[config.mk]
export PLATFORM = sky130hd
export DESIGN_NAME = sparse_triplet_accumulate_core_flat
export DESIGN_NICKNAME = d
export VERILOG_FILES = /design/src/rtl/stac_pkg.sv /design/src/rtl/stac_if.sv /design/src/rtl/sparse_triplet_accumulate_core.sv /design/src/rtl/stac_table.sv /design/src/rtl/stac_ctrl.sv /design/src/flat_wrapper.sv
export SDC_FILE = /design/constraint.sdc
export NUM_CORES = 2
export LEC_CHECK = 0
export BUFFER_PORTS_ARGS = -buffer_cell sky130_fd_sc_hd__buf_2
export CORE_MARGIN = 5
export CORE_UTILIZATION = 35
export DETAILED_ROUTE_END_ITERATION = 12
export GPL_TIMING_DRIVEN = 1
export PLACE_DENSITY = 0.5
export SLEW_MARGIN = 10
export SYNTH_ARGS = -nofsm -noshare
export SYNTH_HDL_FRONTEND = slang
export SYNTH_SLANG_ARGS = --single-unit
[constraint.sdc]
create_clock -name clock -period 5 [get_ports clock]
set_input_delay 0.5 -clock clock [delete_from_list [all_inputs] [get_ports clock]]
set_output_delay 0.5 -clock clock [all_outputs]
set_load 0.05 [all_outputs]
[src/rtl/stac_pkg.sv]
package stac_pkg;

   // Field widths of the item and result words.
   localparam int COORD_W     = 16;
   localparam int VALUE_W     = 32;
   localparam int TOTAL_W     = 6;

   // Configuration port.
   localparam int CSR_INDEX_W = 2;
   localparam int CSR_DATA_W  = 16;

   localparam logic [CSR_INDEX_W-1:0] CSR_ROWS_FIRST  = 2'd0;
   localparam logic [CSR_INDEX_W-1:0] CSR_COLS_FIRST  = 2'd1;
   localparam logic [CSR_INDEX_W-1:0] CSR_ROWS_SECOND = 2'd2;
   localparam logic [CSR_INDEX_W-1:0] CSR_COLS_SECOND = 2'd3;

   // Defaults of the top-level parameters.
   localparam int DEF_TABLE_DEPTH = 32;
   localparam int DEF_COORD_BITS  = 16;

   typedef enum logic [1:0] {
      ST_IDLE,
      ST_SCAN,
      ST_START,
      ST_EMIT
   } stac_state_type;

   typedef struct packed {
      logic [COORD_W-1:0] out_row;
      logic [COORD_W-1:0] out_col;
      logic [VALUE_W-1:0] out_value;
      logic [TOTAL_W-1:0] entry_total;
      logic               last_result;
      logic               dims_mismatch;
      logic               table_overflow;
   } rsp_word_type;

   // Address width of the table; never below one bit.
   function automatic int idx_width(input int depth);
      return (depth > 1) ? $clog2(depth) : 1;
   endfunction

   // Stored bits of one coordinate.
   function automatic int key_width(input int bits);
      return (bits < COORD_W) ? bits : COORD_W;
   endfunction

endpackage

[src/rtl/stac_if.sv]
interface stac_req_if;
   import stac_pkg::*;

   logic                      valid;
   logic                      ready;
   logic [COORD_W-1:0]        row_index;
   logic [COORD_W-1:0]        col_index;
   logic signed [VALUE_W-1:0] entry_value;
   logic                      final_triplet;

   modport source (
      output valid, row_index, col_index, entry_value, final_triplet,
      input  ready
   );
   modport sink (
      input  valid, row_index, col_index, entry_value, final_triplet,
      output ready
   );
endinterface

interface stac_rsp_if;
   import stac_pkg::*;

   logic                      valid;
   logic                      ready;
   logic [COORD_W-1:0]        out_row;
   logic [COORD_W-1:0]        out_col;
   logic signed [VALUE_W-1:0] out_value;
   logic [TOTAL_W-1:0]        entry_total;
   logic                      last_result;
   logic                      dims_mismatch;
   logic                      table_overflow;

   modport source (
      output valid, out_row, out_col, out_value, entry_total, last_result,
             dims_mismatch, table_overflow,
      input  ready
   );
   modport sink (
      input  valid, out_row, out_col, out_value, entry_total, last_result,
             dims_mismatch, table_overflow,
      output ready
   );
endinterface

[src/rtl/sparse_triplet_accumulate_core.sv]
// Sparse triplet accumulator: coordinate-format addition of two sparse matrices.
//
// req_port carries one (row, column, value) triplet per word, all triplets of
// the first matrix followed by those of the second; final_triplet marks the
// last one. The user must write the four dimension registers via csr_* only
// while the block is idle; the block itself does not enforce it. Each triplet
// is searched against the coordinate table, one stored entry per cycle through
// the single read port of the table memory; a match adds the value into that
// entry, a miss appends it, or sets the overflow flag when the table is full.
// req_port.ready is low while an item is searched. Non-final triplets give no
// result. After the final triplet it passes through a turnaround state and then
// emits one rsp_port word per table entry in order of first appearance, each
// carrying entry_total, with last_result on the final one; if the dimension
// registers disagree it emits a single dims_mismatch word instead.
// Results leave through an output register: a stalled receiver holds the
// sequencer on the current entry, and the block takes the next triplet while
// the last result still waits. Reset empties the table, clears the overflow
// flag and zeroes the dimension registers; no clearing pass is needed.
module sparse_triplet_accumulate_core #(
   parameter int TABLE_DEPTH = stac_pkg::DEF_TABLE_DEPTH,
   parameter int COORD_BITS  = stac_pkg::DEF_COORD_BITS
) (
   input  logic                                clock,
   input  logic                                reset,
   stac_req_if.sink                            req_port,
   stac_rsp_if.source                          rsp_port,
   input  logic                                csr_wr_en,
   input  logic [stac_pkg::CSR_INDEX_W-1:0]    csr_index,
   input  logic [stac_pkg::CSR_DATA_W-1:0]     csr_wdata
);
   import stac_pkg::*;

   localparam int KEY_W = key_width(COORD_BITS);
   localparam int IDX_W = idx_width(TABLE_DEPTH);

   // dimension registers
   logic [CSR_DATA_W-1:0] rows_first_ff, rows_first_in;
   logic [CSR_DATA_W-1:0] cols_first_ff, cols_first_in;
   logic [CSR_DATA_W-1:0] rows_second_ff, rows_second_in;
   logic [CSR_DATA_W-1:0] cols_second_ff, cols_second_in;
   logic                  dims_match;

   // table port between sequencer and memory
   logic                  wr_coord_en;
   logic                  wr_value_en;
   logic [IDX_W-1:0]      wr_addr;
   logic [2*KEY_W-1:0]    wr_coord;
   logic [VALUE_W-1:0]    wr_value;
   logic [IDX_W-1:0]      rd_addr;
   logic [2*KEY_W-1:0]    rd_coord;
   logic [VALUE_W-1:0]    rd_value;

   // result path
   logic                  emit_valid;
   logic                  emit_ready;
   rsp_word_type          emit_word;
   logic                  rsp_valid_ff, rsp_valid_in;
   rsp_word_type          rsp_word_ff, rsp_word_in;

   // Decode configuration writes; hold registers otherwise.
   always_comb begin
      rows_first_in  = rows_first_ff;
      cols_first_in  = cols_first_ff;
      rows_second_in = rows_second_ff;
      cols_second_in = cols_second_ff;
      if (csr_wr_en) begin
         unique case (csr_index)
            CSR_ROWS_FIRST:  rows_first_in  = csr_wdata;
            CSR_COLS_FIRST:  cols_first_in  = csr_wdata;
            CSR_ROWS_SECOND: rows_second_in = csr_wdata;
            CSR_COLS_SECOND: cols_second_in = csr_wdata;
            default:         rows_first_in  = rows_first_ff;
         endcase
      end
   end

   always_ff @(posedge clock) begin
      if (reset) begin
         rows_first_ff  <= '0;
         cols_first_ff  <= '0;
         rows_second_ff <= '0;
         cols_second_ff <= '0;
      end else begin
         rows_first_ff  <= rows_first_in;
         cols_first_ff  <= cols_first_in;
         rows_second_ff <= rows_second_in;
         cols_second_ff <= cols_second_in;
      end
   end

   assign dims_match = (rows_first_ff == rows_second_ff) &&
                       (cols_first_ff == cols_second_ff);

   stac_ctrl #(
      .TABLE_DEPTH (TABLE_DEPTH),
      .COORD_BITS  (COORD_BITS)
   ) u_ctrl (
      .clock       (clock),
      .reset       (reset),
      .in_valid    (req_port.valid),
      .in_ready    (req_port.ready),
      .in_row      (req_port.row_index),
      .in_col      (req_port.col_index),
      .in_value    (req_port.entry_value),
      .in_final    (req_port.final_triplet),
      .dims_match  (dims_match),
      .wr_coord_en (wr_coord_en),
      .wr_value_en (wr_value_en),
      .wr_addr     (wr_addr),
      .wr_coord    (wr_coord),
      .wr_value    (wr_value),
      .rd_addr     (rd_addr),
      .rd_coord    (rd_coord),
      .rd_value    (rd_value),
      .emit_valid  (emit_valid),
      .emit_ready  (emit_ready),
      .emit_word   (emit_word)
   );

   stac_table #(
      .TABLE_DEPTH (TABLE_DEPTH),
      .COORD_BITS  (COORD_BITS)
   ) u_table (
      .clock       (clock),
      .wr_coord_en (wr_coord_en),
      .wr_value_en (wr_value_en),
      .wr_addr     (wr_addr),
      .wr_coord    (wr_coord),
      .wr_value    (wr_value),
      .rd_addr     (rd_addr),
      .rd_coord    (rd_coord),
      .rd_value    (rd_value)
   );

   // Output register: load a new word when empty or when the held word
   // leaves in this cycle; otherwise hold.
   assign emit_ready = !rsp_valid_ff || rsp_port.ready;

   always_comb begin
      rsp_valid_in = rsp_valid_ff;
      rsp_word_in  = rsp_word_ff;
      if (emit_ready) begin
         rsp_valid_in = emit_valid;
         if (emit_valid) begin
            rsp_word_in = emit_word;
         end
      end
   end

   always_ff @(posedge clock) begin
      if (reset) begin
         rsp_valid_ff <= 1'b0;
      end else begin
         rsp_valid_ff <= rsp_valid_in;
      end
   end

   always_ff @(posedge clock) begin
      rsp_word_ff <= rsp_word_in;
   end

   assign rsp_port.valid          = rsp_valid_ff;
   assign rsp_port.out_row        = rsp_word_ff.out_row;
   assign rsp_port.out_col        = rsp_word_ff.out_col;
   assign rsp_port.out_value      = rsp_word_ff.out_value;
   assign rsp_port.entry_total    = rsp_word_ff.entry_total;
   assign rsp_port.last_result    = rsp_word_ff.last_result;
   assign rsp_port.dims_mismatch  = rsp_word_ff.dims_mismatch;
   assign rsp_port.table_overflow = rsp_word_ff.table_overflow;

endmodule

[src/rtl/stac_table.sv]
module stac_table #(
   parameter int TABLE_DEPTH = stac_pkg::DEF_TABLE_DEPTH,
   parameter int COORD_BITS  = stac_pkg::DEF_COORD_BITS
) (
   input  logic                                            clock,
   input  logic                                            wr_coord_en,
   input  logic                                            wr_value_en,
   input  logic [stac_pkg::idx_width(TABLE_DEPTH)-1:0]     wr_addr,
   input  logic [2*stac_pkg::key_width(COORD_BITS)-1:0]    wr_coord,
   input  logic [stac_pkg::VALUE_W-1:0]                    wr_value,
   input  logic [stac_pkg::idx_width(TABLE_DEPTH)-1:0]     rd_addr,
   output logic [2*stac_pkg::key_width(COORD_BITS)-1:0]    rd_coord,
   output logic [stac_pkg::VALUE_W-1:0]                    rd_value
);
   import stac_pkg::*;

   localparam int KEY_W = key_width(COORD_BITS);

   logic [2*KEY_W-1:0] coord_mem_ff [TABLE_DEPTH];
   logic [VALUE_W-1:0] value_mem_ff [TABLE_DEPTH];
   logic [2*KEY_W-1:0] rd_coord_ff;
   logic [VALUE_W-1:0] rd_value_ff;

   always_ff @(posedge clock) begin
      if (wr_coord_en) begin
         coord_mem_ff[wr_addr] <= wr_coord;
      end
      if (wr_value_en) begin
         value_mem_ff[wr_addr] <= wr_value;
      end
   end

   always_ff @(posedge clock) begin
      rd_coord_ff <= coord_mem_ff[rd_addr];
      rd_value_ff <= value_mem_ff[rd_addr];
   end

   assign rd_coord = rd_coord_ff;
   assign rd_value = rd_value_ff;

endmodule

[src/rtl/stac_ctrl.sv]
module stac_ctrl #(
   parameter int TABLE_DEPTH = stac_pkg::DEF_TABLE_DEPTH,
   parameter int COORD_BITS  = stac_pkg::DEF_COORD_BITS
) (
   input  logic                                            clock,
   input  logic                                            reset,
   // input words
   input  logic                                            in_valid,
   output logic                                            in_ready,
   input  logic [stac_pkg::COORD_W-1:0]                    in_row,
   input  logic [stac_pkg::COORD_W-1:0]                    in_col,
   input  logic [stac_pkg::VALUE_W-1:0]                    in_value,
   input  logic                                            in_final,
   input  logic                                            dims_match,
   // table port
   output logic                                            wr_coord_en,
   output logic                                            wr_value_en,
   output logic [stac_pkg::idx_width(TABLE_DEPTH)-1:0]     wr_addr,
   output logic [2*stac_pkg::key_width(COORD_BITS)-1:0]    wr_coord,
   output logic [stac_pkg::VALUE_W-1:0]                    wr_value,
   output logic [stac_pkg::idx_width(TABLE_DEPTH)-1:0]     rd_addr,
   input  logic [2*stac_pkg::key_width(COORD_BITS)-1:0]    rd_coord,
   input  logic [stac_pkg::VALUE_W-1:0]                    rd_value,
   // result words
   output logic                                            emit_valid,
   input  logic                                            emit_ready,
   output stac_pkg::rsp_word_type                          emit_word
);
   import stac_pkg::*;

   localparam int KEY_W = key_width(COORD_BITS);
   localparam int IDX_W = idx_width(TABLE_DEPTH);
   localparam int CNT_W = $clog2(TABLE_DEPTH + 1);
   localparam logic [CNT_W-1:0] DEPTH_CNT = CNT_W'(TABLE_DEPTH);

   stac_state_type     state_ff, state_in;
   logic [IDX_W-1:0]   addr_ff, addr_in;
   logic [CNT_W-1:0]   count_ff, count_in;
   logic               ovf_ff, ovf_in;
   logic [2*KEY_W-1:0] key_ff, key_in;
   logic [VALUE_W-1:0] value_ff, value_in;
   logic               fin_ff, fin_in;

   logic               table_empty;
   logic               table_full;
   logic [CNT_W-1:0]   addr_next_cnt;
   logic               at_last;
   logic               key_hit;
   logic               scan_done;
   logic               emit_last;
   logic [VALUE_W-1:0] value_sum;

   assign table_empty   = (count_ff == '0);
   assign table_full    = (count_ff == DEPTH_CNT);
   assign addr_next_cnt = CNT_W'(addr_ff) + CNT_W'(1);
   assign at_last       = table_empty || (addr_next_cnt == count_ff);
   assign key_hit       = !table_empty && (rd_coord == key_ff);
   assign scan_done     = key_hit || at_last;
   assign emit_last     = !dims_match || at_last;
   // accumulate adder, wraps at 32 bits
   assign value_sum     = rd_value + value_ff;

   always_comb begin
      state_in = state_ff;
      unique case (state_ff)
         ST_IDLE: begin
            if (in_valid) begin
               state_in = ST_SCAN;
            end
         end
         ST_SCAN: begin
            if (scan_done) begin
               state_in = fin_ff ? ST_START : ST_IDLE;
            end
         end
         ST_START: begin
            state_in = ST_EMIT;
         end
         ST_EMIT: begin
            if (emit_ready && emit_last) begin
               state_in = ST_IDLE;
            end
         end
         default: begin
            state_in = ST_IDLE;
         end
      endcase
   end

   always_comb begin
      in_ready    = 1'b0;
      addr_in     = addr_ff;
      count_in    = count_ff;
      ovf_in      = ovf_ff;
      key_in      = key_ff;
      value_in    = value_ff;
      fin_in      = fin_ff;
      wr_coord_en = 1'b0;
      wr_value_en = 1'b0;
      wr_addr     = addr_ff;
      wr_coord    = key_ff;
      wr_value    = value_sum;
      emit_valid  = 1'b0;
      emit_word   = '0;
      unique case (state_ff)
         ST_IDLE: begin
            in_ready = 1'b1;
            if (in_valid) begin
               key_in   = {in_row[KEY_W-1:0], in_col[KEY_W-1:0]};
               value_in = in_value;
               fin_in   = in_final;
               addr_in  = '0;
            end
         end
         ST_SCAN: begin
            if (key_hit) begin
               wr_value_en = 1'b1;
            end else if (at_last) begin
               if (!table_full) begin
                  wr_coord_en = 1'b1;
                  wr_value_en = 1'b1;
                  wr_addr     = count_ff[IDX_W-1:0];
                  wr_value    = value_ff;
                  count_in    = count_ff + CNT_W'(1);
               end else begin
                  ovf_in = 1'b1;
               end
            end else begin
               addr_in = addr_ff + IDX_W'(1);
            end
         end
         ST_START: begin
            addr_in = '0;
         end
         ST_EMIT: begin
            emit_valid                = 1'b1;
            emit_word.last_result     = emit_last;
            emit_word.table_overflow  = ovf_ff;
            if (!dims_match) begin
               emit_word.dims_mismatch = 1'b1;
            end else if (!table_empty) begin
               emit_word.out_row     = COORD_W'(rd_coord[2*KEY_W-1:KEY_W]);
               emit_word.out_col     = COORD_W'(rd_coord[KEY_W-1:0]);
               emit_word.out_value   = rd_value;
               emit_word.entry_total = TOTAL_W'(count_ff);
            end
            if (emit_ready) begin
               addr_in = addr_ff + IDX_W'(1);
               if (emit_last) begin
                  count_in = '0;
                  ovf_in   = 1'b0;
               end
            end
         end
         default: begin
            addr_in = addr_ff;
         end
      endcase
   end

   assign rd_addr = addr_in;

   always_ff @(posedge clock) begin
      if (reset) begin
         state_ff <= ST_IDLE;
         addr_ff  <= '0;
         count_ff <= '0;
         ovf_ff   <= 1'b0;
      end else begin
         state_ff <= state_in;
         addr_ff  <= addr_in;
         count_ff <= count_in;
         ovf_ff   <= ovf_in;
      end
   end

   always_ff @(posedge clock) begin
      key_ff   <= key_in;
      value_ff <= value_in;
      fin_ff   <= fin_in;
   end

   a_count_bound: assert property (@(posedge clock) disable iff (reset)
      count_ff <= DEPTH_CNT)
      else $error("entry count beyond table depth");

   a_scan_in_range: assert property (@(posedge clock) disable iff (reset)
      (state_ff == ST_SCAN) && !table_empty |-> addr_next_cnt <= count_ff)
      else $error("search address past the filled entries");

   a_append_room: assert property (@(posedge clock) disable iff (reset)
      wr_coord_en |-> !table_full && (state_ff == ST_SCAN))
      else $error("append into a full table");

   a_run_clears: assert property (@(posedge clock) disable iff (reset)
      emit_valid && emit_ready && emit_last
      |=> (state_ff == ST_IDLE) && (count_ff == '0) && !ovf_ff)
      else $error("run state not cleared after the last result");

endmodule

[src/flat_wrapper.sv]
// flat-port wrapper written by rule: the top's interface ports become plain ports
module sparse_triplet_accumulate_core_flat import stac_pkg::*;
#(
   parameter int TABLE_DEPTH = stac_pkg::DEF_TABLE_DEPTH,
   parameter int COORD_BITS  = stac_pkg::DEF_COORD_BITS
)
  (clock, reset, csr_wr_en, csr_index, csr_wdata, req_port_valid, req_port_row_index, req_port_col_index, req_port_entry_value, req_port_final_triplet, req_port_ready, rsp_port_valid, rsp_port_out_row, rsp_port_out_col, rsp_port_out_value, rsp_port_entry_total, rsp_port_last_result, rsp_port_dims_mismatch, rsp_port_table_overflow, rsp_port_ready);
  stac_req_if req_port_i ();
  stac_rsp_if rsp_port_i ();
  input  logic clock;
  input  logic reset;
  input  logic csr_wr_en;
  input  logic [stac_pkg::CSR_INDEX_W-1:0] csr_index;
  input  logic [stac_pkg::CSR_DATA_W-1:0] csr_wdata;
  input wire logic [$bits(req_port_i.valid)-1:0] req_port_valid;
  input wire logic [$bits(req_port_i.row_index)-1:0] req_port_row_index;
  input wire logic [$bits(req_port_i.col_index)-1:0] req_port_col_index;
  input wire logic [$bits(req_port_i.entry_value)-1:0] req_port_entry_value;
  input wire logic [$bits(req_port_i.final_triplet)-1:0] req_port_final_triplet;
  output wire logic [$bits(req_port_i.ready)-1:0] req_port_ready;
  output wire logic [$bits(rsp_port_i.valid)-1:0] rsp_port_valid;
  output wire logic [$bits(rsp_port_i.out_row)-1:0] rsp_port_out_row;
  output wire logic [$bits(rsp_port_i.out_col)-1:0] rsp_port_out_col;
  output wire logic [$bits(rsp_port_i.out_value)-1:0] rsp_port_out_value;
  output wire logic [$bits(rsp_port_i.entry_total)-1:0] rsp_port_entry_total;
  output wire logic [$bits(rsp_port_i.last_result)-1:0] rsp_port_last_result;
  output wire logic [$bits(rsp_port_i.dims_mismatch)-1:0] rsp_port_dims_mismatch;
  output wire logic [$bits(rsp_port_i.table_overflow)-1:0] rsp_port_table_overflow;
  input wire logic [$bits(rsp_port_i.ready)-1:0] rsp_port_ready;
  assign req_port_i.valid = req_port_valid;
  assign req_port_i.row_index = req_port_row_index;
  assign req_port_i.col_index = req_port_col_index;
  assign req_port_i.entry_value = req_port_entry_value;
  assign req_port_i.final_triplet = req_port_final_triplet;
  assign req_port_ready = req_port_i.ready;
  assign rsp_port_valid = rsp_port_i.valid;
  assign rsp_port_out_row = rsp_port_i.out_row;
  assign rsp_port_out_col = rsp_port_i.out_col;
  assign rsp_port_out_value = rsp_port_i.out_value;
  assign rsp_port_entry_total = rsp_port_i.entry_total;
  assign rsp_port_last_result = rsp_port_i.last_result;
  assign rsp_port_dims_mismatch = rsp_port_i.dims_mismatch;
  assign rsp_port_table_overflow = rsp_port_i.table_overflow;
  assign rsp_port_i.ready = rsp_port_ready;
  sparse_triplet_accumulate_core #(.TABLE_DEPTH(TABLE_DEPTH), .COORD_BITS(COORD_BITS)) u_core (.clock(clock), .reset(reset), .req_port(req_port_i), .rsp_port(rsp_port_i), .csr_wr_en(csr_wr_en), .csr_index(csr_index), .csr_wdata(csr_wdata));
endmodule
-- Word level (Yosys, flattened, before mapping)
Memories as Yosys holds them, arrays and structs flattened. A register that Yosys moved wholly into a read port is not among the register bits.
Cells that the tools add are included.
W data, S select, Z words.
- register bits after elaboration: 217
- memory bits (writable): 2048
- bits of input ports: 88
- memories kept: 2
- memory list (name ; words ; bits a word ; read ports ; clocked after Yosys merged registers in ; write ports ; RTL line ; text):
    u_core.u_table.coord_mem_ff ; 32 ; 32 ; 1 ; 1 ; 1 ; stac_table.sv:19 ; logic [2*KEY_W-1:0] coord_mem_ff [TABLE_DEPTH];
    u_core.u_table.value_mem_ff ; 32 ; 32 ; 1 ; 1 ; 1 ; stac_table.sv:20 ; logic [VALUE_W-1:0] value_mem_ff [TABLE_DEPTH];
- add/sub/neg operators: 4
- equality and inequality tests: 20
- mux-type cells: 43
- bitwise operators: 2
- reduce and logical (&&, ||, !) cells: 24
- operators with widths (operator ; number):
    $mux W32 ; 4
    $mux W5 ; 8
    $add A32 B32 Y32 ; 1
    $eq A16 B16 Y1 ; 2
    $eq A32 B32 Y1 ; 1
    $mux W6 ; 5
    $pmux W5 S4 ; 1
    $mux W1 ; 18
    $ne A2 B2 Y1 const B ; 9
    $pmux W6 S2 ; 1
    $reduce_and A2 Y1 ; 6
    $reduce_and A6 Y1 ; 2
    $eq A2 B2 Y1 const B ; 4
    $mux W2 ; 4
    $pmux W2 S4 ; 1
    $add A5 B1 Y6 const B ; 1
    $add A6 B1 Y6 const B ; 1
    $eq A6 B6 Y1 ; 1
    $eq A6 B6 Y1 const B ; 1
    $logic_not A6 Y1 ; 1
    $add A5 B1 Y5 const B ; 1
    $eq A2 B1 Y1 const B ; 2
    $logic_not A2 Y1 ; 2
    $logic_or A1 B1 Y1 ; 4
    other kinds (7) ; 12

-- Logic depth before layout (Yosys ltp)
- word-level depth: 8
- mapped depth: 18

-- By module
A second synthesis with hierarchy kept.
- cell total of the unflattened synthesis: 4183
- area, all modules: 89721.0 um^2
- by module, submodules not included (module ; instances ; cells an instance ; area each (um^2) ; seq. area each (um^2)):
    stac_table ; 1 ; 3154 ; 79120.9 ; 62780.2
    stac_ctrl ; 1 ; 623 ; 5758.0 ; 2232.1
    sparse_triplet_accumulate_core ; 1 ; 406 ; 4842.1 ; 3493.4

-- Worst setup path before layout
OpenSTA, ideal clock, no wires.
- path type: register -> register
- start: reg u_core.u_ctrl.state_ff[0]
- end: reg u_core.u_ctrl.fin_ff, enable pin
- data arrival time: 4995 ps
- slack: -563 ps
- cell stages (with the launch flop): 3
- path buffers: 1
- cells stage by stage: dfxtp_1 > clkbuf_1 > nor3_1
- cells in the longest elaborated chain, start to end: 2
- ends and longest elaborated chain (element ; RTL line ; text):
    from (decl) ; stac_ctrl.sv:36 ; stac_state_type state_ff, state_in;
    from (signal assigned) ; stac_ctrl.sv:170 ; state_ff <= state_in;
    $logic_not A2 Y1 ; stac_ctrl.sv:105 ; unique case (state_ff)
    $reduce_and A2 Y1 (no source line) ; n/a ;
    to (signal assigned) ; stac_ctrl.sv:180 ; fin_ff <= fin_in;
    to (decl) ; stac_ctrl.sv:42 ; logic fin_ff, fin_in;
Every way passes these cells.
A chain may end at the register's enable or synchronous reset.

-- Worst setup path after layout
- start: reg u_core.u_ctrl.key_ff[6] (netlist: u_core.u_ctrl.wr_coord[6])
- end: reg u_core.u_table.rd_coord_ff[17] (netlist: u_core.u_table.rd_coord[17]) (read register of u_core.u_table.coord_mem_ff)
- cells in the longest elaborated chain, start to end: 4
- ends and longest elaborated chain (element ; RTL line ; text):
    from (decl) ; stac_ctrl.sv:40 ; logic [2*KEY_W-1:0] key_ff, key_in;
    from (signal assigned) ; stac_ctrl.sv:178 ; key_ff <= key_in;
    $eq A32 B32 Y1 ; stac_ctrl.sv:57 ; assign key_hit = !table_empty && (rd_coord == key_ff);
    $logic_and A1 B1 Y1 ; stac_ctrl.sv:57 ;
    $mux W5 ; stac_ctrl.sv:116 ; if (key_hit) begin
    $pmux W5 S4 ; stac_ctrl.sv:105 ;
    to (decl) ; stac_table.sv:21 ; logic [2*KEY_W-1:0] rd_coord_ff;
Every way passes these cells.

==> out/qor.yml <==
syn_nets: 6870
grt_overflow_total: 0
finalSetupTns_ns: 0
grt_util_met2_pct: 33.6
clk_pin_slew_ns: 0.07
gr-max-usage-layer: "met2"
synthFlopType: "edfxtp_1"
clkSinkCount: 2329
core_sq_um: 262000
yosysWarnings: 0
routed_via_density: 5.38
yosysTopAreaCell: "edfxtp_1"
rsz0062_at_grt: "no"
p_per_area_nw_per_um2: 443
row_count: 188
fin_hold_ws_ns: 0.0600
tightest_slew_ns: 1.18
hold_viol_final: 0
fin_cells: 10900
io_buffer_count: 162
synth_top_family_by_area: "simple AND/OR/NAND/NOR gates"
clockBufferDepth: 4
syn_inst: 6747
fin_crit_ns: 4.92
grt_pass1_wl_mm: 418
synth.avg_cell_area_sq_um: 13.7
synth_compound_area_share_pct: 7.80
start_util_pct: 35.2
dp_slack_ns: -0.206
grt_max_degree: 88
synth.most_common_cell: "edfxtp_1"
async_flop_share_pct: 0
fin_total_pwr_mw: 48.3
synth_edf_count: 2186
synthAdderAreaFrac_pct: 0.483
vias: 58700
die_h_um: 523
synth_xor_area_share_pct: 0.986
syn_area_sq_um: 92200
layout_setup_ws_ns: 0.0834
ant_nets: 0
fin_crit_sh_pct: 98.3
track_usage_pct: 20.9
postPlaceCellArea_sq_um: 100000
synth_top_area_share_pct: 71.2
io_pins: 163
fillers: 24000
cts_tree: "done"
required_ns: 5.73
clk-insertion-delay-late_ns: 0.90
cts_max_level: 4
synth_seq_area_share_pct: 74.3
dp_hpwl_mm: 169
drive_gt1_share_pct: 15.7
hp-class: "in -> reg"
slew_violations: 0
synth_area_leaders: "edfxtp_1 (71%), nand2_1 (6.5%), nand3_1 (3.2%)"
die_area_sq_um: 274000
synth_simple_gate_area_share_pct: 11.6
start_kind: "flip-flop"
antenna_found_initial: 25
crit_type: "reg -> reg"
muxShareOfSynthArea_pct: 2.33
dieWidth_um: 523
fin_skew_ns: 0.0610
drc: 0
wl_mm: 295
slew_headroom_pct: 20.9
p_leak_nw: 36.5
grtUsageMet1_pct: 30.0
maxCapViolations: 0
met3_usage_pct: 3.11
place.gp.congestion: 0.820
cp.arrival_ns: 5.64
postLayoutCoreUtil_pct: 41.5
ys_seq_elements: 2329
path_max_fanout: 31
firstDrtPassIters: 6
end_kind: "flip-flop"
cts_root_buf: "clkbuf_16"
status: "finished, final reports clean"
ir_worst_vdd_mv: 0.364
first_iter_violations: 6241
area_growth_pct: 18.2
drt-wirelength-per-cell_um: 27.0
cts_buffers: 243
final_area_sq_um: 109000
layout.nets: 7305
setup_violations: 0
grt_pass1_vias: 56500
synth_cell_types: 73
synth_common_cells: "edfxtp_1 (2186), nand2_1 (1595), nand3_1 (595), a21oi_1 (436), buf_2 (238)"
clock.fmax_mhz: 203
cts_setup_buffers: 0
post-place-cells: 10400
kinds of logic after synthesis:
| family | Yosys count |
|---|---|
| adders and majority gates | 35 |
| buffers and inverters | 445 |
| xor gates and xnor gates | 103 |
| and+or+nand+nor | 2537 |
| muxes | 199 |
| DFF | 2329 |
| AOI/OAI and AO/OA | 1099 |
layout make-up:
class / count / area (sq um) / share of cell area [%]
Sequential cell: 2329 / 68500 / 62.9
Multi-Input combinational cell: 3973 / 22200 / 20.4
Clock buffer: 314 / 6600 / 6.06
Timing Repair Buffer: 616 / 5950 / 5.46
Tap cell: 3515 / 4400 / 4.04
Clock inverter: 132 / 1210 / 1.11
Inverter: 19 / 73.8 / 0.0677
Antenna cell: 8 / 20.0 / 0.0184
metal layers:
layer	routed length, um	part of all wire (%)	vias to the layer above
li1	-	-	26000
met1	131000	44	30200
met2	137000	47	2153
met3	19800	6.7	404
met4	6610	2.2	8
met5	42	0.014	-
timing repair:
action | CTS | global route
endpoints found under the setup margin | 17 | 3
hold buffers | 80 | 0
gates resized for setup | 1 | 4
cloned | 0 | 0
endpoints found under the hold margin | 128 | 0
registers in the layout, summed over array words and instances (netlist names), 32 cells and up, named ones only:
name / flops
u_core.u_table.coord_mem_ff: 1024
u_core.u_table.value_mem_ff: 1024
u_core.rsp_port.out_value: 32
u_core.u_ctrl.value_ff: 32
u_core.u_ctrl.wr_coord: 32
u_core.u_table.rd_coord: 32
u_core.u_table.rd_value: 32
power by group:
group	leakage (nW)	internal, mW	switching, mW
registers	20.8	23.5	0.265
logic	11.9	1.84	4.75
clock network	3.82	10.4	7.56
layout by cell type, fill, tap and decap left out, drive strengths merged, types with 8 or more instances in the layout:
cell type,Yosys,final
buf,302,536
a221oi,191,191
clkinv,0,99
xor2,56,56
mux2i,73,73
a21oi,438,438
nor3,9,9
dlygate4sd3,0,80
nor4,11,11
clkbuf,124,314
nand3,597,597
nor2,186,186
and3,9,9
o31ai,129,129
xnor2,47,47
nand2,1598,1598
bufinv,0,22
o22a,62,62
a31oi,66,66
o21ai,153,153
nand4,16,16
diode,0,8
mux2,126,126
ha,34,34
a21o,10,10
edfxtp,2186,2186
inv,19,24
and2,78,78
dfxtp,143,143
final timing paths:
kind                                           startpoint                     endpoint  slack, ns  cells past startpoint
worst min-delay path              req_port_entry_value[3]    u_core.u_ctrl.value_ff[3]       0.06                      1
worst max-delay path            u_core.u_ctrl.wr_coord[6]  u_core.u_table.rd_coord[17]       0.08                     18
worst max register to register  u_core.u_ctrl.wr_coord[6]  u_core.u_table.rd_coord[17]       0.08                     18
worst min register to register    u_core.cols_first_ff[8]      u_core.cols_first_ff[8]       0.46                      2
worst max-delay path, cell delays in order (launching register included):
cell      delay, ns
edfxtp_1       0.46
xnor2_1        0.53
buf_4          0.21
nand4_1        0.11
nor4_1         0.31
buf_4          0.16
nand2_1        0.14
buf_4          0.21
buf_4          0.18
a41oi_1        0.38
nand2_4        0.14
buf_12         0.18
nor2_4         0.12
buf_12         0.24
buf_12         0.30
a221oi_1       0.15
o21ai_0        0.19
o21ai_1        0.18
o31ai_4        0.47
Note: power is estimated with default switching activity, not from simulation.
